## src/design/grc_pkg.sv

```systemverilog
// shared constants, types and the arctangent table of the grid ray caster
package grc_pkg;

  localparam int GRID_SIDE       = 256;
  localparam int GRID_AW         = $clog2(GRID_SIDE);
  localparam int ANGLE_BITS      = 16;
  localparam int SLOPE_FRAC_BITS = 16;
  localparam int CORDIC_STEPS    = 30;
  localparam int QUEUE_DEPTH     = 2;

  localparam int COORD_W  = 11;
  localparam int SIZE_W   = 9;
  localparam int CODE_W   = 8;
  localparam int ANGLE_W  = 16;
  localparam int REASON_W = 2;
  localparam int POS_W    = SIZE_W + 1;
  localparam int ALPHA_W  = ANGLE_BITS - 2;
  localparam int SLOPE_W  = SLOPE_FRAC_BITS + 1;
  localparam int ERR_W    = SLOPE_FRAC_BITS + 3;
  localparam int CORDIC_W = 34;
  localparam int ITER_W   = $clog2(CORDIC_STEPS);

  localparam logic [ANGLE_BITS-1:0] ANG_HALF = ANGLE_BITS'(1) << (ANGLE_BITS - 1);
  localparam logic [ANGLE_BITS-1:0] ANG_Q    = ANGLE_BITS'(1) << (ANGLE_BITS - 3);
  localparam logic [SLOPE_W-1:0]    SLOPE_ONE = SLOPE_W'(1) << SLOPE_FRAC_BITS;

  typedef enum logic [1:0] {
    CFG_MAP_WIDTH  = 2'd0,
    CFG_MAP_HEIGHT = 2'd1,
    CFG_OBSTACLE   = 2'd2,
    CFG_UNKNOWN    = 2'd3
  } cfg_index_t;

  typedef enum logic [REASON_W-1:0] {
    STOP_OBSTACLE   = 2'd0,
    STOP_UNKNOWN    = 2'd1,
    STOP_WALK_EDGE  = 2'd2,
    STOP_START_EDGE = 2'd3
  } stop_reason_t;

  typedef enum logic [1:0] {
    OP_WRITE = 2'd0,
    OP_EDGE  = 2'd1,
    OP_WALK  = 2'd2
  } op_kind_t;

  // one classified request as it waits between front and back
  typedef struct packed {
    op_kind_t               kind;
    logic [SIZE_W-1:0]      x;
    logic [SIZE_W-1:0]      y;
    logic [CODE_W-1:0]      value;
    logic [ALPHA_W-1:0]     alpha;
    logic                   x_major;
    logic                   major_neg;
    logic                   minor_neg;
  } op_t;

  // atan(2^-i) with a full turn as 2^32
  function automatic logic [31:0] turn_atan(input logic [ITER_W-1:0] i);
    logic [31:0] r;
    unique case (i)
      5'd0:  r = 32'd536870912;
      5'd1:  r = 32'd316933406;
      5'd2:  r = 32'd167458907;
      5'd3:  r = 32'd85004756;
      5'd4:  r = 32'd42667331;
      5'd5:  r = 32'd21354465;
      5'd6:  r = 32'd10679838;
      5'd7:  r = 32'd5340245;
      5'd8:  r = 32'd2670163;
      5'd9:  r = 32'd1335087;
      5'd10: r = 32'd667544;
      5'd11: r = 32'd333772;
      5'd12: r = 32'd166886;
      5'd13: r = 32'd83443;
      5'd14: r = 32'd41722;
      5'd15: r = 32'd20861;
      5'd16: r = 32'd10430;
      5'd17: r = 32'd5215;
      5'd18: r = 32'd2608;
      5'd19: r = 32'd1304;
      5'd20: r = 32'd652;
      5'd21: r = 32'd326;
      5'd22: r = 32'd163;
      5'd23: r = 32'd81;
      5'd24: r = 32'd41;
      5'd25: r = 32'd20;
      5'd26: r = 32'd10;
      5'd27: r = 32'd5;
      5'd28: r = 32'd3;
      5'd29: r = 32'd1;
      default: r = 32'd0;
    endcase
    return r;
  endfunction

endpackage

```

## src/design/grc_front.sv

```systemverilog
// request front end: decodes writes, clamps edge starts, folds the ray angle
module grc_front (
  input  logic                              in_kind,
  input  logic signed [grc_pkg::COORD_W-1:0] in_cell_x,
  input  logic signed [grc_pkg::COORD_W-1:0] in_cell_y,
  input  logic [grc_pkg::CODE_W-1:0]        in_cell_value,
  input  logic signed [grc_pkg::ANGLE_W-1:0] in_angle,
  input  logic [grc_pkg::SIZE_W-1:0]        w,
  input  logic [grc_pkg::SIZE_W-1:0]        h,
  output logic                              push_ok,
  output grc_pkg::op_t                      op
);

  localparam int AB = grc_pkg::ANGLE_BITS;
  localparam logic [AB-1:0] Q2 = grc_pkg::ANG_Q << 1;
  localparam logic [AB-1:0] Q3 = AB'(3) * grc_pkg::ANG_Q;

  logic signed [grc_pkg::COORD_W-1:0] ws, hs;
  logic                               fx, fy, in_store;
  logic [AB-1:0]                      u, ab, alpha_full;
  logic signed [AB:0]                 a, a_abs;

  assign ws = $signed({{(grc_pkg::COORD_W-grc_pkg::SIZE_W){1'b0}}, w});
  assign hs = $signed({{(grc_pkg::COORD_W-grc_pkg::SIZE_W){1'b0}}, h});

  assign fx = (in_cell_x >= ws) || (in_cell_x <= 0);
  assign fy = (in_cell_y >= hs) || (in_cell_y <= 0);
  assign in_store = (in_cell_x[grc_pkg::COORD_W-1:grc_pkg::GRID_AW] == '0) &&
                    (in_cell_y[grc_pkg::COORD_W-1:grc_pkg::GRID_AW] == '0);

  // angle taken into (-pi, pi], minus pi acts as plus pi
  assign u     = AB'($signed(in_angle));
  assign a     = (u <= grc_pkg::ANG_HALF) ? $signed({1'b0, u}) : $signed({1'b1, u});
  assign a_abs = (a < 0) ? -a : a;
  assign ab    = a_abs[AB-1:0];

  always_comb begin
    op           = '0;
    op.value     = in_cell_value;
    op.x_major   = (ab <= grc_pkg::ANG_Q) || (ab >= Q3);
    if (op.x_major) begin
      alpha_full   = (ab <= grc_pkg::ANG_Q) ? ab : grc_pkg::ANG_HALF - ab;
      op.major_neg = !(ab <= grc_pkg::ANG_Q);
      op.minor_neg = (a < 0);
    end else begin
      alpha_full   = (ab > Q2) ? ab - Q2 : Q2 - ab;
      op.major_neg = !(a > 0);
      op.minor_neg = !(ab <= Q2);
    end
    op.alpha = alpha_full[grc_pkg::ALPHA_W-1:0];
    push_ok  = 1'b1;
    if (!in_kind) begin
      op.kind = grc_pkg::OP_WRITE;
      op.x    = grc_pkg::SIZE_W'(in_cell_x[grc_pkg::GRID_AW-1:0]);
      op.y    = grc_pkg::SIZE_W'(in_cell_y[grc_pkg::GRID_AW-1:0]);
      push_ok = in_store;
    end else begin
      op.kind = (fx || fy) ? grc_pkg::OP_EDGE : grc_pkg::OP_WALK;
      if (in_cell_x > ws)      op.x = w;
      else if (in_cell_x < 0)  op.x = '0;
      else                     op.x = in_cell_x[grc_pkg::SIZE_W-1:0];
      if (in_cell_y > hs)      op.y = h;
      else if (in_cell_y < 0)  op.y = '0;
      else                     op.y = in_cell_y[grc_pkg::SIZE_W-1:0];
    end
  end

endmodule

```

## config.mk

```make
export PLATFORM = sky130hd
export DESIGN_NAME = grc_front
export DESIGN_NICKNAME = d
export VERILOG_FILES = /design/src/design/grc_pkg.sv /design/src/design/grc_front.sv
export SDC_FILE = /design/constraint.sdc
export NUM_CORES = 1
export LEC_CHECK = 0
export BUFFER_PORTS_ARGS = -buffer_cell sky130_fd_sc_hd__buf_2
export CORE_ASPECT_RATIO = 1.1
export CORE_MARGIN = 10
export CORE_UTILIZATION = 30
export DETAILED_ROUTE_END_ITERATION = 6
export PLACE_DENSITY_LB_ADDON = 0.05
export SLEW_MARGIN = 20
export SYNTH_ARGS = -nofsm -noshare
export SYNTH_HDL_FRONTEND = slang
export SYNTH_SLANG_ARGS = --single-unit
```

## constraint.sdc

```tcl
create_clock -name vclk -period 5.75
set_clock_uncertainty 0.15 [all_clocks]
set_input_delay 0.8625 -clock vclk [all_inputs]
set_output_delay 0.8625 -clock vclk [all_outputs]
set_load 0.01 [all_outputs]
```

## Yosys cells after proc, flatten, opt, wreduce, memory -nomap -nowiden

Index checks and enable logic that the tools add are counted.

- Reductions and logical operators: 10
- $lt $le $gt $ge: 15
- Multiplexer cells: 13
- Add/subtract/negate cells: 4

Operators by type and width:

| cell | number |
|---|---|
| $mux 14 | 3 |
| $mux 9 | 4 |
| $sub 1x14->14 const A | 2 |
| $ge 11x10->1 | 2 |
| $gt 11x10->1 | 2 |
| $le 11x1->1 const B | 2 |
| $lt 11x1->1 const B | 2 |
| $mux 20 | 1 |
| $gt 17x1->1 const B | 1 |
| $lt 17x1->1 const B | 1 |
| $mux 17 | 1 |
| $ge 16x15->1 const B | 1 |
| $gt 16x15->1 const B | 1 |
| $le 16x14->1 const B | 1 |
| $le 16x15->1 const B | 1 |
| $le 16x16->1 const B | 1 |
| $mux 16 | 1 |
| $neg 16->16 | 1 |
| $sub 14x1->14 const B | 1 |
| $logic_not 3->1 | 2 |
| $logic_or 1x1->1 | 4 |
| $mux 2 | 2 |
| $logic_not 1->1 | 3 |
| $logic_and 1x1->1 | 1 |
| $mux 1 | 1 |

- Input port bits: 65
- Output and inout port bits: 46
- Word-level logic and storage cells: 42
- Flip-flop bits (word level): 0

## Depth between registers and ports, before layout

Gate-level depths: netlist (run 1).

- Depth after elaboration: 7
- Depth in mapped cells: 12
- Depth with buffers taken out: 11

## Worst setup path after synthesis (run 1)

OpenSTA, ideal clock, no wires.

- Path kind: in2out
- Start point: input in_angle[1] (netlist bit)
- End point: output op[7] (netlist bit)
- Arrival: 3.737 ns
- Cell stages on the path: 12
- Path slack: 1.001 ns
- Data required time: 4.738 ns
- Buffers on the path: 1
- Cells stage by stage: inv_1 ha_1 or3b_2 buf_2 o41ai_4 a21oi_2 xor2_1 a2111oi_4 a211oi_1 nor2_2 mux2i_1 xor2_1

RTL lines:

| element | RTL line | RTL |
|---|---|---|
| from (decl) | grc_front.sv:7 | `input logic signed [grc_pkg::ANGLE_W-1:0] in_angle,` |
| to (decl) | grc_front.sv:11 | `output grc_pkg::op_t op` |

==> results of run 1 <==
-- power groups by stage --
stage	clock network, uW	logic, uW	registers (uW)
2_1_floorplan	0	137	0
3_3_place_gp	0	216	0
3_5_place_dp	0	214	0
4_1_cts	0	215	0
5_1_grt	0	238	0
6_report	0	211	0
-- cells by family (layout without fill, tap and decap cells) --
kind of cell,count (synthesis),after routing,share of synthesized area [%]
compound gates,63,63,24.3
fa+ha+maj,19,19,12.2
buf+inv,48,126,12.1
mux,21,21,11.1
simple gates,106,106,29.5
xor+xnor,23,23,10.8
-- cell usage in the layout (no fill, tap or decap), types with 6 or more instances in the layout --
cell type	instances
buf_2	95
nand2_1	36
inv_1	28
mux2i_1	20
ha_1	19
o21ai_0	15
nor3_1	12
xor2_1	12
nor2_1	10
a21oi_1	10
xnor2_1	10
nor4_1	8
nand3_1	6
-- per-stage QoR --
step / cell area (sq um) / std cells / total power, uW / worst slack, ps / hold slack (ps)
after CTS: 2410 / 438 / 215 / 488 / 1580
after global placement: 2410 / 438 / 216 / 589 / 1580
after global routing: 2410 / 438 / 238 / 198 / 1580
after floorplan: 1940 / 280 / 137 / 1000 / 1660
after detailed placement: 2410 / 438 / 214 / 504 / 1580
final: 2410 / 438 / 211 / 520 / 1580
-- routing by layer --
metal  vias up  GRT usage (%)  wire (um)
met5         -              0          0
met4         0          0.633         34
met3         4           3.52        452
met2        68           21.8       3170
met1      1002           14.7       2910
li1       1168              -          -
-- cell type report --
cell class	instances	area [sq um]	area share [%]
inverters	28	105	4.36
well taps	80	100	4.15
repair buffers	98	498	20.7
multi-input cells	232	1710	70.8
-- worst max-delay path, stage by stage --
cell	delay (ps)
buf_2	140
inv_1	60
ha_1	230
or3b_2	590
o41ai_4	440
a21oi_2	70
xor2_1	210
a2111oi_4	400
a211oi_1	260
nor2_2	390
mux2i_1	260
xor2_1	150
buf_2	140
-- final timing paths --
check                 to              from  slack (ps)
hold / removal    op[18]  in_cell_value[1]        1580
setup / recovery   op[7]       in_angle[0]         520
==> results.md, run 1 <==
* FILL cells at 717
* Final Util at 38.7%
* Fmax at 0.191 GHz
* Clk pwr share at 0%
* Detailed-route wire length at 6560 um
* Worst-Margin Slew at 614 ps
* Row count at 30
* Die height at 104 um
* CP endpoint kind: primary output
* IO Port Bufs at 95
* Hold path cells at 0
* Int Pwr at 91.5 uW
* Core Area at 0.00623 sq mm
* MaxCap Viol Count at 0
* PwrDens at 87.4 mW/mm^2
* Die width at 96.7 um
* Critical Path AT at 4220 ps
* Worst slew margin at 58.9%
* Final Wtd Congestion at 0.869
* Pleak at 0.00125 uW
* Final Slew Violations at 0
* Setup Total Neg Slack at 0 ps
* Largest net degree at the start of global routing at 23
* Layout Nets at 444
* Layout cell share with drive strength beyond 1 at 31.3%
* Register area share after synthesis at 0%
* Run status: completed
* DRT iter0 DRCs at 59
* Synthesized cell area at 0.00194 sq mm
* Clock buffers at 0
* Vias in the first global route at 2346
* Via count at 2242
* Top cells by count, synth: nand2_1 (36), inv_1 (28), mux2i_1 (20)
* Max rail drop VDD at 0.0326 mV
* Hpwl dp at 5750 um
* Switching part of the total at 56.6%
* Synth cell types at 59
* CP required at 4740 ps
* RSZ-0062 raised after global routing: no
* Final setup violating endpoints at 0
* Final hold vios at 0
* Synthesized Nets at 364
* IO Pins at 111
* CTS-repair resized insts at 0
* DIE AREA at 0.0101 sq mm
* Setup bufs post-CTS at 0
* Top cells by area, synth: ha_1 (12%), mux2i_1 (10%), nand2_1 (7.0%)
* Hold_buf cts at 0
* Comb pwr share at 100.0%
* Total grt overflow at 0
* DR pass1 iterations at 4
* Initial Utilization at 31.2%
* Ant. Diodes at 0
* Initial antenna violation count at 0
* HP Class: in -> out
* Synth area leader: ha_1
* Count leader, synth: nand2_1
* DRC at 0
* Sequential power share at 0%
* Remaining antenna violation count at 0
* CP max FO at 9
* Crit start category: primary input
* Period utilisation layout at 91.0%
* Gr usage total at 12.3%
* Routed WL per cell at 15.0 um
* First-pass GRT wire length at 11200 um
* Post-Synthesis Cells at 280
* Register Area at 0 sq um
* Via/cell ratio at 5.12
* Area Overhead vs Synth at 24.1%
* Crit path time final at 5230 ps
* Setup CP Type: in -> out
* Synthesis Warnings at 0
* Sequential cells at 0
* Psw at 119 uW
* Area fraction of the dominant cell type after synthesis at 12.2%
* Syn Area/Cell at 6.94 sq um
(Power assumes the default switching activity.)
==> inputs of run 2 (changes only) <==
--- a/config.mk
+++ b/config.mk
@@ -5,6 +5,7 @@
 export SDC_FILE = /design/constraint.sdc
 export NUM_CORES = 1
 export LEC_CHECK = 0
+export ABC_AREA = 1
 export BUFFER_PORTS_ARGS = -buffer_cell sky130_fd_sc_hd__buf_2
 export CORE_ASPECT_RATIO = 1.1
 export CORE_MARGIN = 10
==> run 2 against run 1 <==
Net effect: via count is 52% higher; global-route usage is 1.8 points higher; critical path depth is 4 higher; first-iteration DRC count is 88% higher; area after synthesis is 31% higher; wire length is 39% higher; maximum frequency is 18% higher; design area is 25% higher; clock-buffer cell count stayed put; final cell count is 59% higher; total power is 22% higher; worst setup slack better by 800 ps.
==> results.md, run 2 <==
* Run status: completed
* Vias in the first global route at 3336 (+42%)
* Crit path time final at 4430 ps (-800 ps)
* CP required at 4740 ps (about the same)
* Final Slew Violations at 0 (unchanged)
* Detailed-route wire length at 9120 um (+39%)
* Synthesized cell area at 0.00254 sq mm (+31%)
* Crit path largest cell delay at 270 ps (-320 ps)
* PwrDens at 85.6 mW/mm^2 (-2.1%)
* Critical path depth at 17 (+4)
* IO Pins at 111 (unchanged)
* Setup Total Neg Slack at 0 ps (unchanged)
* Via/cell ratio at 4.89 (-4.4%)
* Layout Nets at 671 (+51%)
* Hold_buf cts at 0 (unchanged)
* Sequential cells at 0 (unchanged)
* DRT iter0 DRCs at 111 (+88%)
* Area fraction of the dominant cell type after synthesis at 20.5% (+8.3 points)
* RSZ-0062 raised after global routing: no
* Placement Cell Area at 0.00301 sq mm (+25%)
* Initial antenna violation count at 0 (unchanged)
* Remaining antenna violation count at 0 (unchanged)
* Hpwl dp at 7800 um (+36%)
* Post-Synthesis Cells at 512 (+83%)
* Period utilisation layout at 77.0% (-14 points)
* Ant. Diodes at 0 (unchanged)
* DR pass1 iterations at 5 (+1)
* Area Overhead vs Synth at 18.6%
* Register area share after synthesis at 0% (unchanged)
* Setup bufs post-CTS at 0 (unchanged)
* Top cells by area, synth: nand2_1 (21%), inv_1 (13%), nand3_1 (11%)
* Syn Area/Cell at 4.96 sq um (-28%)
* Synthesis Warnings at 0 (unchanged)
* Total grt overflow at 0 (unchanged)
* Die width at 108 um (+11%)
* Worst-Margin Slew at 676 ps (+62.6 ps)
* CP endpoint kind: primary output
* Gr usage total at 14.0% (+1.8 points)
* Crit start category: primary input
* Worst slew margin at 54.8% (-4.1 points)
* CP max FO at 14 (+5)
* Clock buffers at 0 (unchanged)
* Layout cell share with drive strength beyond 1 at 19.7% (-12 points)
* Setup CP Type: in -> out
* Finished Cell Area at 0.00301 sq mm (+25%)
* CP delay by family, top: simple AND/OR/NAND/NOR gates
* Crit-path cells: buf_2 > inv_1 > ha_1 > nand3_2 > nor2_4 > a21oi_1 > nand2_1 > nand2_1 > nor2_2 > nand2_1 > nor2_4 > nand2_2 > nand2_2 > nand2_1 > nand3_1 > nand2_1 > buf_2
* Commonest non-fill, non-tap cell in the layout: nand2_1
* Die height at 117 um (+12%)
* Pleak at 0.00174 uW (+39%)
* Initial Utilization at 30.5% (-0.64 points)
* Synth cell types at 29 (-51%)
* Critical Path AT at 3420 ps (-800 ps)
* Top cells by count, synth: nand2_1 (139), inv_1 (85), nand3_1 (57)
* Slowest CP cell: ha_1
* Count leader, synth: nand2_1
* Synthesized Nets at 596 (+64%)
* DRC at 0 (unchanged)
* IO Port Bufs at 95 (unchanged)
* Fmax at 0.226 GHz (+18%)
* Synth area leader: nand2_1
* Crit path top cell by count: nand2_1
* Routed WL per cell at 13.1 um (-13%)
* Core Area at 0.00832 sq mm (+34%)
* Most frequent cells in the layout: nand2_1 (139), buf_2 (95), inv_1 (85)
* Final hold vios at 0 (unchanged)
* Row count at 35 (+17%)
* Max rail drop VDD at 0.0266 mV (-18%)
* FILL cells at 1002 (+40%)
* Largest net degree at the start of global routing at 36 (+57%)
* Crit path to: op[13]
* HP Class: in -> out
* DIE AREA at 0.0126 sq mm (+24%)
* First-pass GRT wire length at 15200 um (+36%)
* Register Area at 0 sq um (unchanged)
* Via count at 3406 (+52%)
* CTS-repair resized insts at 0 (unchanged)
* Crit path buffers/inverters at 3 (unchanged)
* Final Wtd Congestion at 0.850 (-2.1%)
* Final setup violating endpoints at 0 (unchanged)
* MaxCap Viol Count at 0 (unchanged)
* CP startpoint: in_angle[0]
run 2: cell count changes in the layout (fill, tap and decap cells not counted), sizes merged, moves of 9 or more:
cell,delta
a21oi,+9
inv,+59
mux2i,-20
nand2,+112
nand3,+52
nand4,+9
nor2,+48
o211ai,+15
o21ai,+30
xnor2,-11
run 2: cell type report:
| class | count | area (sq um) | area share (%) |
|---|---|---|---|
| multi-input combinational | 403 | 2070 | 68.8 |
| inverter | 87 | 327 | 10.8 |
| timing repair buffer | 95 | 475 | 15.8 |
| tap | 111 | 139 | 4.61 |
run 2: metrics by stage:
stage	worst slack [ps]	std cells	hold slack (ps)	util [%]	power (uW)
finish	1320	696	1580	36.2	258
global route	993	696	1580	36.2	297
CTS	1290	696	1580	36.2	261
detailed placement	1310	696	1580	36.2	260
global placement	1350	696	1580	36.2	261
floorplan	2050	512	1670	-	175
run 2: worst min path at each step:
stage / end / start / cells past startpoint
3_5_place_dp: op[18] / in_cell_value[1] / 0
2_1_floorplan: op[17] / in_cell_value[0] / 1
6_report: op[20] / in_cell_value[3] / 0
4_1_cts: op[18] / in_cell_value[1] / 0
3_3_place_gp: op[18] / in_cell_value[1] / 0
5_1_grt: op[19] / in_cell_value[2] / 0
run 2: kinds of logic after synthesis:
group           Yosys count  synth area share (%)
compound gates           89                  19.6
xor+xnor                  6                  2.07
fa+ha+maj                19                  9.36
buf+inv                 109                  18.5
simple gates            289                  50.5
run 2: report_power, final:
group          switching, uW  internal [uW]
Clock                      0              0
Sequential                 0              0
Combinational            165           93.3
run 2: routing by layer:
layer  global-route usage [%]  part of all wire, %  up-vias
li1                         -                    -     1802
met1                     15.9                   42     1494
met2                     26.6                   51       96
met3                     2.70                  5.6       14
met4                     2.58                  1.5        0
met5                        0                    0        -
