===== config.mk =====
export PLATFORM = sky130hd
export DESIGN_NAME = grc_queue
export DESIGN_NICKNAME = d
export VERILOG_FILES = /design/src/design/grc_pkg.sv /design/src/design/grc_queue.sv
export SDC_FILE = /design/constraint.sdc
export NUM_CORES = 1
export LEC_CHECK = 0
export BUFFER_PORTS_ARGS = -buffer_cell sky130_fd_sc_hd__buf_2
export CAP_MARGIN = 20
export CORE_ASPECT_RATIO = 1.2
export CORE_MARGIN = 2
export CORE_UTILIZATION = 30
export CTS_CLUSTER_DIAMETER = 60
export DETAILED_ROUTE_END_ITERATION = 10
export SETUP_SLACK_MARGIN = 0.02
export SYNTH_ARGS = -nofsm -noshare
export SYNTH_HDL_FRONTEND = slang
export SYNTH_SLANG_ARGS = --single-unit

===== constraint.sdc =====
create_clock -name clk -period 8.3 [get_ports clk]
set_clock_uncertainty 0.1 [all_clocks]
set_input_delay 0.83 -clock clk [delete_from_list [all_inputs] [get_ports clk]]
set_output_delay 0.83 -clock clk [all_outputs]
set_load 0.02 [all_outputs]

===== src/design/grc_pkg.sv =====
// shared constants, types and the arctangent table of the grid ray caster
package grc_pkg;

  localparam int GRID_SIDE       = 256;
  localparam int GRID_AW         = $clog2(GRID_SIDE);
  localparam int ANGLE_BITS      = 16;
  localparam int SLOPE_FRAC_BITS = 16;
  localparam int CORDIC_STEPS    = 30;
  localparam int QUEUE_DEPTH     = 2;

  localparam int COORD_W  = 11;
  localparam int SIZE_W   = 9;
  localparam int CODE_W   = 8;
  localparam int ANGLE_W  = 16;
  localparam int REASON_W = 2;
  localparam int POS_W    = SIZE_W + 1;
  localparam int ALPHA_W  = ANGLE_BITS - 2;
  localparam int SLOPE_W  = SLOPE_FRAC_BITS + 1;
  localparam int ERR_W    = SLOPE_FRAC_BITS + 3;
  localparam int CORDIC_W = 34;
  localparam int ITER_W   = $clog2(CORDIC_STEPS);

  localparam logic [ANGLE_BITS-1:0] ANG_HALF = ANGLE_BITS'(1) << (ANGLE_BITS - 1);
  localparam logic [ANGLE_BITS-1:0] ANG_Q    = ANGLE_BITS'(1) << (ANGLE_BITS - 3);
  localparam logic [SLOPE_W-1:0]    SLOPE_ONE = SLOPE_W'(1) << SLOPE_FRAC_BITS;

  typedef enum logic [1:0] {
    CFG_MAP_WIDTH  = 2'd0,
    CFG_MAP_HEIGHT = 2'd1,
    CFG_OBSTACLE   = 2'd2,
    CFG_UNKNOWN    = 2'd3
  } cfg_index_t;

  typedef enum logic [REASON_W-1:0] {
    STOP_OBSTACLE   = 2'd0,
    STOP_UNKNOWN    = 2'd1,
    STOP_WALK_EDGE  = 2'd2,
    STOP_START_EDGE = 2'd3
  } stop_reason_t;

  typedef enum logic [1:0] {
    OP_WRITE = 2'd0,
    OP_EDGE  = 2'd1,
    OP_WALK  = 2'd2
  } op_kind_t;

  // one classified request as it waits between front and back
  typedef struct packed {
    op_kind_t               kind;
    logic [SIZE_W-1:0]      x;
    logic [SIZE_W-1:0]      y;
    logic [CODE_W-1:0]      value;
    logic [ALPHA_W-1:0]     alpha;
    logic                   x_major;
    logic                   major_neg;
    logic                   minor_neg;
  } op_t;

  // atan(2^-i) with a full turn as 2^32
  function automatic logic [31:0] turn_atan(input logic [ITER_W-1:0] i);
    logic [31:0] r;
    unique case (i)
      5'd0:  r = 32'd536870912;
      5'd1:  r = 32'd316933406;
      5'd2:  r = 32'd167458907;
      5'd3:  r = 32'd85004756;
      5'd4:  r = 32'd42667331;
      5'd5:  r = 32'd21354465;
      5'd6:  r = 32'd10679838;
      5'd7:  r = 32'd5340245;
      5'd8:  r = 32'd2670163;
      5'd9:  r = 32'd1335087;
      5'd10: r = 32'd667544;
      5'd11: r = 32'd333772;
      5'd12: r = 32'd166886;
      5'd13: r = 32'd83443;
      5'd14: r = 32'd41722;
      5'd15: r = 32'd20861;
      5'd16: r = 32'd10430;
      5'd17: r = 32'd5215;
      5'd18: r = 32'd2608;
      5'd19: r = 32'd1304;
      5'd20: r = 32'd652;
      5'd21: r = 32'd326;
      5'd22: r = 32'd163;
      5'd23: r = 32'd81;
      5'd24: r = 32'd41;
      5'd25: r = 32'd20;
      5'd26: r = 32'd10;
      5'd27: r = 32'd5;
      5'd28: r = 32'd3;
      5'd29: r = 32'd1;
      default: r = 32'd0;
    endcase
    return r;
  endfunction

endpackage


===== src/design/grc_queue.sv =====
// short request queue between front end and walker
module grc_queue (
  input  logic         clk,
  input  logic         rst_n,
  input  logic         push,
  input  grc_pkg::op_t push_data,
  output logic         full,
  input  logic         pop,
  output logic         head_valid,
  output grc_pkg::op_t head
);

  localparam int D     = grc_pkg::QUEUE_DEPTH;
  localparam int PTR_W = (D > 1) ? $clog2(D) : 1;
  localparam int CNT_W = $clog2(D + 1);

  grc_pkg::op_t      slot_r [D];
  logic [PTR_W-1:0]  wr_ptr_r, rd_ptr_r;
  logic [CNT_W-1:0]  count_r;

  assign full       = (count_r == CNT_W'(D));
  assign head_valid = (count_r != '0);
  assign head       = slot_r[rd_ptr_r];

  always_ff @(posedge clk) begin
    if (push) slot_r[wr_ptr_r] <= push_data;
  end

  always_ff @(posedge clk) begin
    if (!rst_n) begin
      wr_ptr_r <= '0;
      rd_ptr_r <= '0;
      count_r  <= '0;
    end else begin
      if (push) wr_ptr_r <= (wr_ptr_r == PTR_W'(D - 1)) ? '0 : wr_ptr_r + 1'b1;
      if (pop)  rd_ptr_r <= (rd_ptr_r == PTR_W'(D - 1)) ? '0 : rd_ptr_r + 1'b1;
      count_r <= count_r + CNT_W'(push) - CNT_W'(pop);
    end
  end

endmodule


## Word-level counts from Yosys, hierarchy flattened

Memory sizes are Yosys's and may differ from the RTL's. A register that Yosys moved wholly into a read port is not among the register bits.
Index checks and enable logic that the tools add are counted.

| word-level totals | value |
|---|---|
| bits in writable memories | 90 |
| register bits after elaboration | 4 |
| input bits | 49 |
| memories | 1 |
| logic and storage cells | 16 |
| output and inout port bits | 47 |

| operators by class | value |
|---|---|
| add/subtract/negate cells | 4 |
| muxes and demuxes | 6 |
| equal/unequal tests | 1 |
| reductions and logical operators | 1 |

Memories:

| memory | words | width | rd ports | clocked after memory_dff | write ports | line | RTL |
|---|---|---|---|---|---|---|---|
| slot_r | 2 | 45 | 1 | 1 | 1 | grc_queue.sv:17 | `grc_pkg::op_t slot_r [D];` |

Operators with widths:

| kind | count |
|---|---|
| 2-to-1 mux 1 bit | 6 |
| adder 1 bit (second input constant) | 2 |
| adder 2 x 1 -> 2 bit | 1 |
| == test 2 bit (second input constant) | 1 |
| nonzero test 2 bit | 1 |
| subtractor 2 x 1 -> 2 bit | 1 |

## Longest topological paths before layout

Gate-level depths: netlist of the first run.

| logic depth | value |
|---|---|
| depth after elaboration | 4 |
| gate-level depth with buffers | 6 |
| mapped depth without buffers | 6 |

## Worst setup path before layout of the first run

Ideal clock, no wire load.

| path | value |
|---|---|
| kind | input-to-reg |
| start | in push |
| end | mem slot_r[0][0] in the netlist's numbering, enable pin |
| arrival | 2.864 ns |
| slack | 4.882 ns |
| stages on the path | 1 |
| data required time | 7.746 ns |
| buffers on the path | 0 |
| path through | nor2b_1 |

| between the ends | value |
|---|---|
| cells in the longest elaborated chain, start to end | 2 |

Ends and longest elaborated chain:

| item | line | RTL |
|---|---|---|
| start, declared | grc_queue.sv:5 | `input logic push,` |
| 2-to-1 mux 1 bit | grc_queue.sv:26 | `if (push) slot_r[wr_ptr_r] <= push_data;` |
| 2-to-1 mux 1 bit (implied by the code) | grc_queue.sv:26 |  |
| end, declared | grc_queue.sv:17 |  |

Every way passes these cells.

==> results of run 1 <==
worst min-delay path by stage:
stage | depth (start not counted) | endpoint
final | 2 | flop
after CTS | 2 | flop
after floorplan | 2 | flop
after detailed placement | 2 | flop
after global placement | 2 | flop
after global routing | 2 | rd_ptr_r
Yosys cell counts (all sizes together):
library cell and number:
edfxtp 90, mux2 45, buf 5, dfxtp 5, and2 4, nor2b 4
ha 2, inv 2, o21a 1, or2 1, xnor3 1, xor2 1
power by group through the flow:
stage / clock [mW] / sequential (mW) / combinational (mW)
5_1_grt: 0.447 / 0.576 / 0.147
4_1_cts: 0.424 / 0.574 / 0.140
3_3_place_gp: 0 / 0.583 / 0.138
2_1_floorplan: 0 / 0.571 / 0.112
3_5_place_dp: 0 / 0.584 / 0.140
6_report: 0.407 / 0.572 / 0.137
cell type report:
| type | instances | area, µm² |
|---|---|---|
| Clock buffer | 9 | 225 |
| Timing Repair Buffer | 97 | 490 |
| Tap cell | 161 | 201 |
| Multi-Input combinational cell | 59 | 786 |
| Fill cell | 1152 | 7470 |
| Clock inverter | 7 | 72.6 |
| Inverter | 2 | 7.51 |
| Sequential cell | 95 | 2810 |
worst max-delay path, cell delays in order (launching register included):
cell,delay (ns)
dfxtp_4,0.86
mux2_2,0.41
buf_2,0.16
layer usage:
metal	GRT usage, %	part of all wire (%)	wire length [µm]	vias to the layer above
li1	-	-	-	832
met1	10.4	41	2510	846
met2	16.6	51	3150	56
met3	3.91	6.0	367	8
met4	4.00	1.6	95	0
met5	0	0	0	-
flip-flops by register name, indices dropped and copies added (netlist names), named ones only:
name and flops:
wr_ptr_r 1, count_r 2, slot_r 90, rd_ptr_r 1
kinds of logic after synthesis:
group | after synthesis | share of synthesized area, %
AOI/OAI and AO/OA | 1 | 0.204
xor gates and xnor gates | 2 | 0.850
adders and majority gates | 2 | 0.680
buffers and inverters | 7 | 2.69
DFF | 95 | 76.2
muxes | 45 | 17.9
and+or+nand+nor | 9 | 1.53
==> out/summary.md, run 1 <==
The net switching component of the power is 260 µW. In this run, CTS created clock tree buffers numbering 9. After clock tree synthesis, the clock-pin slew on the worst setup and hold paths is 0.06 ns. The cell depth of the worst flop-to-flop path is 2, and the area fraction of the dominant cell type after synthesis is 73.5%. The length of the first detailed-routing pass in iterations is 4.

Summing over every cut layer, the via total after detailed routing is 1742. The flow ran to the end, and the final reports show no timing, DRC or antenna violations. The later pin in the worst-skew pair is clocked with a latency of 0.33 ns. Global routing used 9.61% of the available tracks across all layers. The kind of critical path is flop to primary output. The cell taking the most area after synthesis was edfxtp_1. The number of standard cells in the final layout excluding fillers was 430. For the max-slew violation total from the final report, the log shows 0.

For the global-route wire length before repair, the log shows 9360 µm. Cells with a size suffix above 1 make up 60.2% of the layout. The synthesized area divided by synthesized cell count was 22.8 µm²; the largest driver fanout on the critical path was 45. TritonCTS built the clock tree. The logs give 161 for the count of mapped cells out of synthesis and 414 for the placed instance count. At the worst endpoint, the required time is 7.37 ns. In the layout the commonest cells are buf_2 (95), edfxtp_1 (90), mux2_4 (40). The count of final hold-check violations is 0, and the number of primary I/O pins is 96. Setup repair after global routing left no endpoint under its margin.

Most common cell after layout, fill and taps aside: buf_2. Counting every net in the synthesized netlist gives 212. The cell sitting at the root of the clock tree is a clkbuf_16.

The die is 105 µm wide. After synthesis, the cell types taking the most area are edfxtp_1 (73%), mux2_4 (16%), dfxtp_1 (2.7%), buf_12 (2.2%), mux2_2 (1.5%). STA classifies the critical path startpoint as a flop. Timing analysis after detailed placement gives a worst setup slack of 5.83 ns. The tightest min-delay check is of the flop to flop type. Yosys printed 0 warnings. From synthesis to final layout, the design area changed by 24.8%. IR analysis of the VDD net gives a maximum drop of 0.0850 mV. The total global routing overflow is 0, and the via count of the first global-routing pass is 1854. The cell area after technology mapping was 3680 µm². The termination of the worst setup path is head[34].

Dividing the final minimum period by the clock period gives 33.4%. Instance area after placement: 4290 µm². The part of the power in registers was 51.2%; the final-layout worst hold slack was 0.483 ns.

The flop and latch count out of synthesis was 95; the iteration-0 DRC count of the detailed router was 54. Setup violations remaining at the end of the flow were counted as 0. The ratio of routed vias to standard cells works out to 4.05.

The run gives 38.1% as the end-of-flow core utilization. The share of the yosys chip area belonging to registers is 76.2%, and the internal cell power is 857 µW. Max-cap violations in this run came to 0. In this run the power density over the cells is 243 nW/µm². The number of port buffers is 95. The post-CTS setup buffer count was 0.

The clock network is responsible for 36.5% of the overall power. For this run, design rule violations remaining after detail routing come to 0. The worst register-to-register path begins at wr_ptr_r. The cell area after layout was 4590 µm².

The tools report the starting density of the core as 30.5%. At the end of the flow, the number of nets in the layout was 315. The worst register-to-register path has a setup slack of 6.54 ns. The data arrival time of the critical path was 1.84 ns. The time the final worst path needs with I/O delays and setup works out to 2.77 ns.

Net switching is 23.3% of the power. Count of instances resized after the clock tree is built: 0. The start point of the worst hold path is rd_ptr_r. The tree built by TritonCTS fans out to 95 sinks.

The analysis attributes to cell leakage a power of 1.81 nW. 0 antenna diodes ended up in the layout. Routability-driven placement finished with a final weighted congestion of 0.617. Hold repair after CTS inserted 0 buffers. The vertical die dimension is 125 µm.

The overall power of the completed layout was 1.12 mW; the half-perimeter wire length of the detailed placement result was 3870 µm. The transition time at the pin with the least slew margin is 0.852 ns, and the post-synthesis cell type count is 14. The detail route stage leaves a number of antenna-violating nets equal to 0. The tools report the cell row count as 44. After routing, the total negative slack on setup checks comes to 0 ns.

The H-tree was split into 3 levels. The detailed-route wire length is 6120 µm, and the worst slew margin relative to its limit is 43.2%. The clock passes through at most 2 buffers.

The kind of end point of the critical path was a primary output. The number of antenna violations at the first check in global routing was 0. The logs give 46 for the largest net degree at the start of global routing and 12100 µm² for the core area. The logs give 0.361 GHz for the maximum clock rate and 12.3% for the share of power burned in combinational logic. In this run the critical register-to-register path is captured at slot_r[1][3]. For the final setup slack of the worst path, the log shows 5.53 ns.

In the final routed layout, each cell accounts on average for 14.2 µm. The run gives 13200 µm² as the overall die area.
(Power assumes the default switching activity.)
==> run 2, diff against run 1 <==
--- a/config.mk
+++ b/config.mk
@@ -5,6 +5,7 @@
 export SDC_FILE = /design/constraint.sdc
 export NUM_CORES = 1
 export LEC_CHECK = 0
+export ABC_AREA = 1
 export BUFFER_PORTS_ARGS = -buffer_cell sky130_fd_sc_hd__buf_2
 export CAP_MARGIN = 20
 export CORE_ASPECT_RATIO = 1.2
==> constraint.sdc (replaced) <==
create_clock -name clk -period 2.4 [get_ports clk]
set_clock_uncertainty 0.1 [all_clocks]
set_input_delay 0.24 -clock clk [delete_from_list [all_inputs] [get_ports clk]]
set_output_delay 0.24 -clock clk [all_outputs]
set_load 0.02 [all_outputs]
==> run 2 against run 1 <==
Flip-flop and latch count is the same. Synthesized area is essentially flat. Die area is essentially flat. Sequential share of layout area shrank 5.7 points. Count of clock-buffer cells in the layout grew 3. Via count grew 14%. First-iteration DRC count grew 20%. Setup slack lost 5.2 ns. Final cell count grew 14%. Register-to-register slack lost 5.7 ns. Hold slack lost 0.44 ns. Combinational power grew to 3.6 times the previous value.
==> out/summary.md, run 2 <==
In this run, the clock network consumes 35.3% of the power. The run gives 0 as the antenna violation net count after detailed routing. The root cell of the clock tree is clkbuf_16. The number of clock buffers added by TritonCTS is 9.

The share of the clock period used by the worst path after layout is 85.9%. The tools report the share of power burned in combinational logic as 13.1%. Setup repair after global routing left no endpoint under its margin.

The logs give 51.6% for the part of the power in registers and 16.8% for the global-route met2 utilization. The most frequently used flop master after synthesis was edfxtp_1. During synthesis, Yosys emitted a total of 0 warnings. The largest registers in the layout are slot_r (90), count_r (2).

Registers take 2810 µm². The layout-stage area growth over the synthesis result works out to 37.7%. The largest driver fanout on the critical path was 20; the via count of the first global-routing pass was 2041. The share of async-settable or async-resettable flops after synthesis works out to 0%. The tools report the final-layout worst hold slack as 0.0412 ns.

The number of setup buffers added after CTS is 0. The vertical die dimension works out to 125 µm. The kind of end point of the critical path is a primary output. The level count of the clock H-tree was 3. The final count of negative-setup-slack endpoints is 0.

The most common cell after layout, fill and taps aside is buf_2. 96 I/O pins were placed. Counting every net in the synthesized netlist gives 224.

For the iteration-0 DRC count of the detailed router, the log shows 65. Summed over all layers, the routed wires come to 6120 µm. Summing every instance area after synthesis gives 3680 µm². For the pin with the worst max-slew slack, the measured transition is 0.618 ns. The endpoint identified for the worst register-to-register timing path is slot_r[1][41]. The internal cell power is 2.97 mW, and the largest net degree at the start of global routing is 46. Kind of critical path: flop to primary output.

Filler cell count in the final layout: 1108. Class of the worst hold path: input port to flop. Yosys mapped a number of flops with a built-in enable equal to 90.

A synthesized cell averages 21.2 µm². For this run, design rule violations remaining after detail routing come to 0. The run finished with clean final reports. The delay contributed by the slowest stage of the critical path is 0.60 ns. The share of cell area taken by muxes after synthesis was 17.9%; the met1 global-route usage was 10.9%. The share of synthesized area in the top cell type comes to 73.5%. The tool flagged a number of max-cap violations equal to 0. The tools report the count of hold buffers inserted by post-cts repair as 45.

Clock tree synthesis found a total of 95 sinks. The final route contains 1984 vias. TritonCTS built the clock tree. The register with the most flip-flops in the layout has 90 of them. The critical path goes through buf_4 > mux2_4 > buf_2.

The half-perimeter wire length of the detailed placement result was 4000 µm; the count of mapped cells out of synthesis was 173. In this run the static leakage power is 2.03 nW. The main combinational cell family by area after synthesis is multiplexers.

Based on the critical path, the design can be clocked at up to 0.485 GHz. Sorting the synthesized cells by area gives the leading types as edfxtp_1 (74%), mux2_4 (16%), dfxtp_1 (2.7%), buf_12 (2.2%), mux2_2 (1.5%). Number of port buffers: 95. In this design, the largest share of critical-path delay is due to flip-flops. STA classifies the critical path startpoint as a flop. Sorting the synthesized cells by how often they occur yields edfxtp_1 (90), mux2_4 (40), nand2_1 (9), nor2_1 (8), inv_1 (7). For this configuration, the core starts out at a cell density of 30.5%. Summing internal, switching and leakage power gives 3.78 mW. For this run, the detailed router's first-pass iteration total came to 4.

The time the final worst path needs with I/O delays and setup was 2.06 ns; the number of antenna violations at the first check in global routing was 0. Global routing finished with a remaining overflow of 0. After floorplanning, the core was sized to cover 12100 µm². 0 antenna diodes ended up in the layout. The first global-routing pass estimated 9800 µm of wire. For the max-slew violation total from the final report, the log shows 0. The top cell types in the final layout, fill and taps aside, are buf_2 (95), edfxtp_1 (90), dlygate4sd3_1 (45).

The die is 105 µm wide. Ranked by flip-flop count, first place goes to slot_r. In this run the core area contains 44 standard-cell rows. The cell with the most instances after synthesis was edfxtp_1.

Counting flops and latches in the post-synthesis netlist gives 95. The analysis attributes to net switching a power of 813 µW. The post-synthesis compound-gate area fraction was 0.136%; the count of final hold-check violations was 0.

Total number of nets in the final design: 374. Counting distinct cell types in the post-synthesis netlist gives 12. Worst setup slack for register-to-register paths: 0.85 ns.

The met3 capacity usage during global routing came out at 3.28%. In this run the most used layer during global routing was met2. Dividing the detail-routed via count by the number of cells gives 4.06.

Of the total power, the share spent switching nets is 21.5%. The run gives 0 as the count of instances resized after the clock tree is built. For the final estimated routing congestion in global placement, the log shows 0.680. Summing the sequential cell areas from Yosys gives 76.2% of the chip area.

The startpoint identified for the worst register-to-register timing path is wr_ptr_r. Counting along the longest clock path gives a buffer depth of 2. At the worst endpoint, the arrival time is 1.72 ns. The tools report the worst slew margin relative to its limit as 58.8%. Among all stages on the critical path, the largest delay is contributed by dfxtp_4.

The synthesized netlist devotes 1.87% of its cell area to simple gates. Endpoint of the worst hold-timing path: count_r[0]. The clock reaches the later pin of the worst-skew pair after 0.33 ns. The sum of buffers and inverters on the critical path is 2, and the largest vdd supply drop is 0.344 mV. Of the total synthesized cell area, the portion taken by XOR and XNOR cells is 0%. The share of final-layout standard cells stronger than drive strength 1 is 48.5%. The cell taking the most area after synthesis was edfxtp_1. The tools report the required time reported for the critical path endpoint as 2.06 ns.

Counting instances, the worst hold path has a depth of 3. Of the total synthesized cell area, the portion taken by full adders, half adders and majority gates is 0.681%. Counting cells, the worst reg-to-reg path comes to 3.

In the final layout, the multi-input gates occupy 763 µm². Summed over all failing endpoints, the final setup total negative slack is 0 ns. After clock tree synthesis, the clock-pin slew on the worst setup and hold paths is 0.06 ns.

The global-route usage over all layers is 9.79%. In this run the most critical hold path is launched from rst_n. In the final routed layout, each cell accounts on average for 12.5 µm. The power density relative to cell area works out to 747 nW/µm². The floorplan step defined a die boundary enclosing 13200 µm².
[run 2: logic make-up after synthesis]
logic type | after synthesis
flip-flops | 95
multiplexers | 45
AO/OA/AOI/OAI | 1
adder cells (fa/ha/maj) | 2
buffers and inverters | 12
AND/OR/NAND/NOR | 18
[run 2: per-layer routing]
layer | up-vias | share of wire, %
met5 | - | 0
met4 | 0 | 2.0
met3 | 10 | 5.4
met2 | 55 | 52
met1 | 964 | 40
li1 | 955 | -
[run 2: cell type report]
cell class,count,area share (%)
Clock buffer,12,4.67
Clock inverter,4,0.915
Inverter,7,0.519
Multi-Input combinational cell,66,15.1
Sequential cell,95,55.5
Tap cell,161,3.98
Timing Repair Buffer,144,19.4
[run 2: tightest hold or removal path: cells and delay by family]
family	cells	cell delay, ns
buffers and inverters	2	0.15
and+or+nand+nor	1	0.05
[run 2: stage by stage]
| stage | setup WS, ns | cells | instance area (µm²) | utilization [%] |
|---|---|---|---|---|
| finish | 0.340 | 489 | 5060 | 42.0 |
| global route | 0.233 | 489 | 5060 | 42.0 |
| CTS | 0.260 | 489 | 5060 | 42.0 |
| detailed placement | 0.634 | 428 | 4330 | 35.9 |
| global placement | 0.653 | 428 | 4330 | 35.9 |
| floorplan | 0.379 | 173 | 3680 | - |
[run 2: worst max path at each step]
| stage | endpoint | start | slack (ns) | depth (start not counted) |
|---|---|---|---|---|
| floorplan | slot_r[0][0] | wr_ptr_r | 0.38 | 1 |
| global placement | head[21] | flop | 0.65 | 3 |
| detailed placement | head[22] | flop | 0.63 | 3 |
| CTS | head[22] | flop | 0.26 | 3 |
| global route | head[22] | flop | 0.23 | 3 |
| finish | head[22] | flop | 0.34 | 3 |
[run 2: power by group through the flow]
stage	sequential, mW	combinational, mW	clock (mW)
after floorplan	1.97	0.323	0
after global placement	1.99	0.441	0
after detailed placement	1.99	0.446	0
after CTS	1.96	0.505	1.40
after global routing	1.96	0.537	1.47
final	1.95	0.495	1.33
==> run 3, diff against run 2 <==
--- a/config.mk
+++ b/config.mk
@@ -5,7 +5,6 @@
 export SDC_FILE = /design/constraint.sdc
 export NUM_CORES = 1
 export LEC_CHECK = 0
-export ABC_AREA = 1
 export BUFFER_PORTS_ARGS = -buffer_cell sky130_fd_sc_hd__buf_2
 export CAP_MARGIN = 20
 export CORE_ASPECT_RATIO = 1.2
==> constraint.sdc (replaced) <==
create_clock -name clk -period 2 [get_ports clk]
set_clock_uncertainty 0.1 [all_clocks]
set_input_delay 0.2 -clock clk [delete_from_list [all_inputs] [get_ports clk]]
set_output_delay 0.2 -clock clk [all_outputs]
set_load 0.02 [all_outputs]
==> run 3 against run 2 <==
Sequential share of layout area fell by 0.29 points. Die area about the same. Core utilization is 0.22 points higher. Critical path depth did not move. Global-route usage is 0.19 points higher. Hold slack worse by 0.016 ns. Sequential power increased by 19%. Via count is 2.9% lower. Final cell count fell by 2.2%. Total power is 22% higher. Combinational power increased by 43%. Setup slack worse by 0.095 ns. Largest power group unchanged.
==> out/summary.md, run 3 (synthesized netlist as in run 1, its figures left out) <==
The largest driver fanout on the critical path works out to 10. The share of the clock period used by the worst path after layout was 87.8%. The tree built by TritonCTS fans out to 95 sinks. The largest vdd supply drop was 0.369 mV.

The run gives 0.570 GHz as the maximum clock rate. Kind of critical path: flop to primary output. Dividing the detail-routed wire length by the instance count gives 13.1 µm. STA classifies the critical path startpoint as a flop. Once layout is done, the placed cells without fillers occupy 5090 µm². For the pin with the worst max-slew slack, the measured transition is 0.351 ns. The initial utilization of the core area, before any placement, comes to 30.5%.

The largest registers in the layout are slot_r (90), count_r (2). The tools report the number of antenna violations at the first check in global routing as 0. The register with the most flip-flops in the layout has 90 of them.

Clock-pin slew of the registers on the worst-case setup and hold paths: 0.06 ns. Wires add up to 6280 µm. Counting flops per register, the top entry is slot_r. Wire segments on met2 add up to 3250 µm in the final route. The root buffer cell chosen for the clock tree is clkbuf_16. In the final design database the tool counted 365 nets. Level count of the clock H-tree: 3.

Sum of negative setup slack: 0 ns. The top routing layer in use is met4. Die outline width: 105 µm.

The worst setup path is captured at a primary output. The global-route usage over all layers is 9.98%. The tools report the max-cap check violation count as 0. Summing all placed instances gives a cell area of 4350 µm².

The number of port buffers works out to 95. The number of buffers on the longest clock path is 2, and the reported leakage power is 2.02 nW. Setup violations remaining at the end of the flow were counted as 0. At the end of routability-driven placement, the weighted congestion stood at 0.632.

The tools report the max-slew violation total from the final report as 0. TritonCTS built the clock tree. The flow ran to the end, and the final reports show no timing, DRC or antenna violations.

Summed over all nets, wire length on met3 after detailed routing comes to 333 µm. The logs give 44 for the cell row count and 76.6% for the worst slew margin relative to its limit. Compared with the post-synthesis result, the final layout area differs by 38.3%. Data on the critical path is required at its endpoint by 1.70 ns. The share of final-layout standard cells stronger than drive strength 1 was 50.8%; the count of final hold-check violations was 0.

Setup repair after global routing left no endpoint under its margin. The number of antenna diodes in the final layout is 0. The tightest min-delay check is of the input port to flop type.

In this run, CTS created clock tree buffers numbering 9. The tools report the data arrival time of the critical path as 1.46 ns. Detailed placement ended at an HPWL of 4030 µm. For the length of the first detailed-routing pass in iterations, the log shows 4.

After detailed routing, the wire length on met1 is 2510 µm. The clock network latency to the later pin of the worst-skew pair was 0.33 ns; the count of instances resized after the clock tree is built was 0. The number of primary I/O pins was 96; the largest net degree at the start of global routing was 47. After detailed routing, the number of remaining DRC violations is 0.

The ratio of routed vias to standard cells was 4.03; the vertical die dimension was 125 µm. The detailed router finished its first iteration with 73 violations. The core area was 12100 µm²; the via count of the first global-routing pass was 2011. Leaving out fill and tap cells, the most frequent cell in the layout is buf_2. The power density relative to cell area came out at 906 nW/µm². Antenna violation net count after detailed routing: 0.

Detailed routing inserted a total of 1927 vias. The first global-routing pass estimated 9740 µm of wire. Leaving out fill and tap cells, the most frequent cells in the layout are buf_2 (95), edfxtp_1 (90), dlygate4sd3_1 (45). Time the final worst path needs with I/O delays and setup: 1.76 ns. The overall die area is 13200 µm². For the total global routing overflow, the log shows 0.
==> run 3: final cells by class <==
type                            instances  area, µm²
Multi-Input combinational cell         59        786
Clock buffer                           12        236
Timing Repair Buffer                  147       1020
Inverter                                2       7.51
Sequential cell                        95       2810
Fill cell                            1092       6970
Tap cell                              161        201
Clock inverter                          2       33.8
==> run 3: where the power goes <==
group	switching (mW)	internal (mW)	total, mW
clock network	0.618	0.951	1.57
logic	0.340	0.367	0.707
registers	0.0352	2.30	2.33
==> run 3: repair_timing <==
item / in CTS / in global routing
hold endpoints to repair: 90 / 0
hold buffers: 45 / 0
setup buffers: 0 / 2
setup endpoints to repair: 0 / 1
==> run 3: stage by stage <==
| step | hold WS (ns) | worst slack (ns) | std cells | util (%) | power (mW) |
|---|---|---|---|---|---|
| 2_1_floorplan | 0.199 | 0.0218 | 161 | - | 2.83 |
| 3_5_place_dp | 0.291 | 0.429 | 417 | 36.1 | 3.03 |
| 5_1_grt | 0.0276 | 0.176 | 478 | 42.2 | 4.82 |
| 4_1_cts | 0.0203 | 0.0533 | 476 | 42.1 | 4.69 |
| 6_report | 0.0250 | 0.244 | 478 | 42.2 | 4.61 |
| 3_3_place_gp | 0.287 | 0.433 | 417 | 36.1 | 3.01 |
==> run 3: final timing paths <==
path         slack [ns]            end      from  depth (start not counted)
max                0.24        head[3]      flop                          3
min                0.02       wr_ptr_r     rst_n                          2
max reg2reg        0.67  slot_r[1][44]  wr_ptr_r                          2
min reg2reg        0.48           flop  rd_ptr_r                          2
==> run 3: layer usage <==
metal,global-route usage [%],vias to the layer above
met3,2.55,10
met4,7.06,0
met2,16.5,61
met5,0,-
li1,-,928
met1,11.1,928
==> run 3: worst max-delay path, cell delays in order (launching register included) <==
cell and delay, ns:
dfxtp_4 0.40, buf_4 0.24, mux2_4 0.32, buf_2 0.16
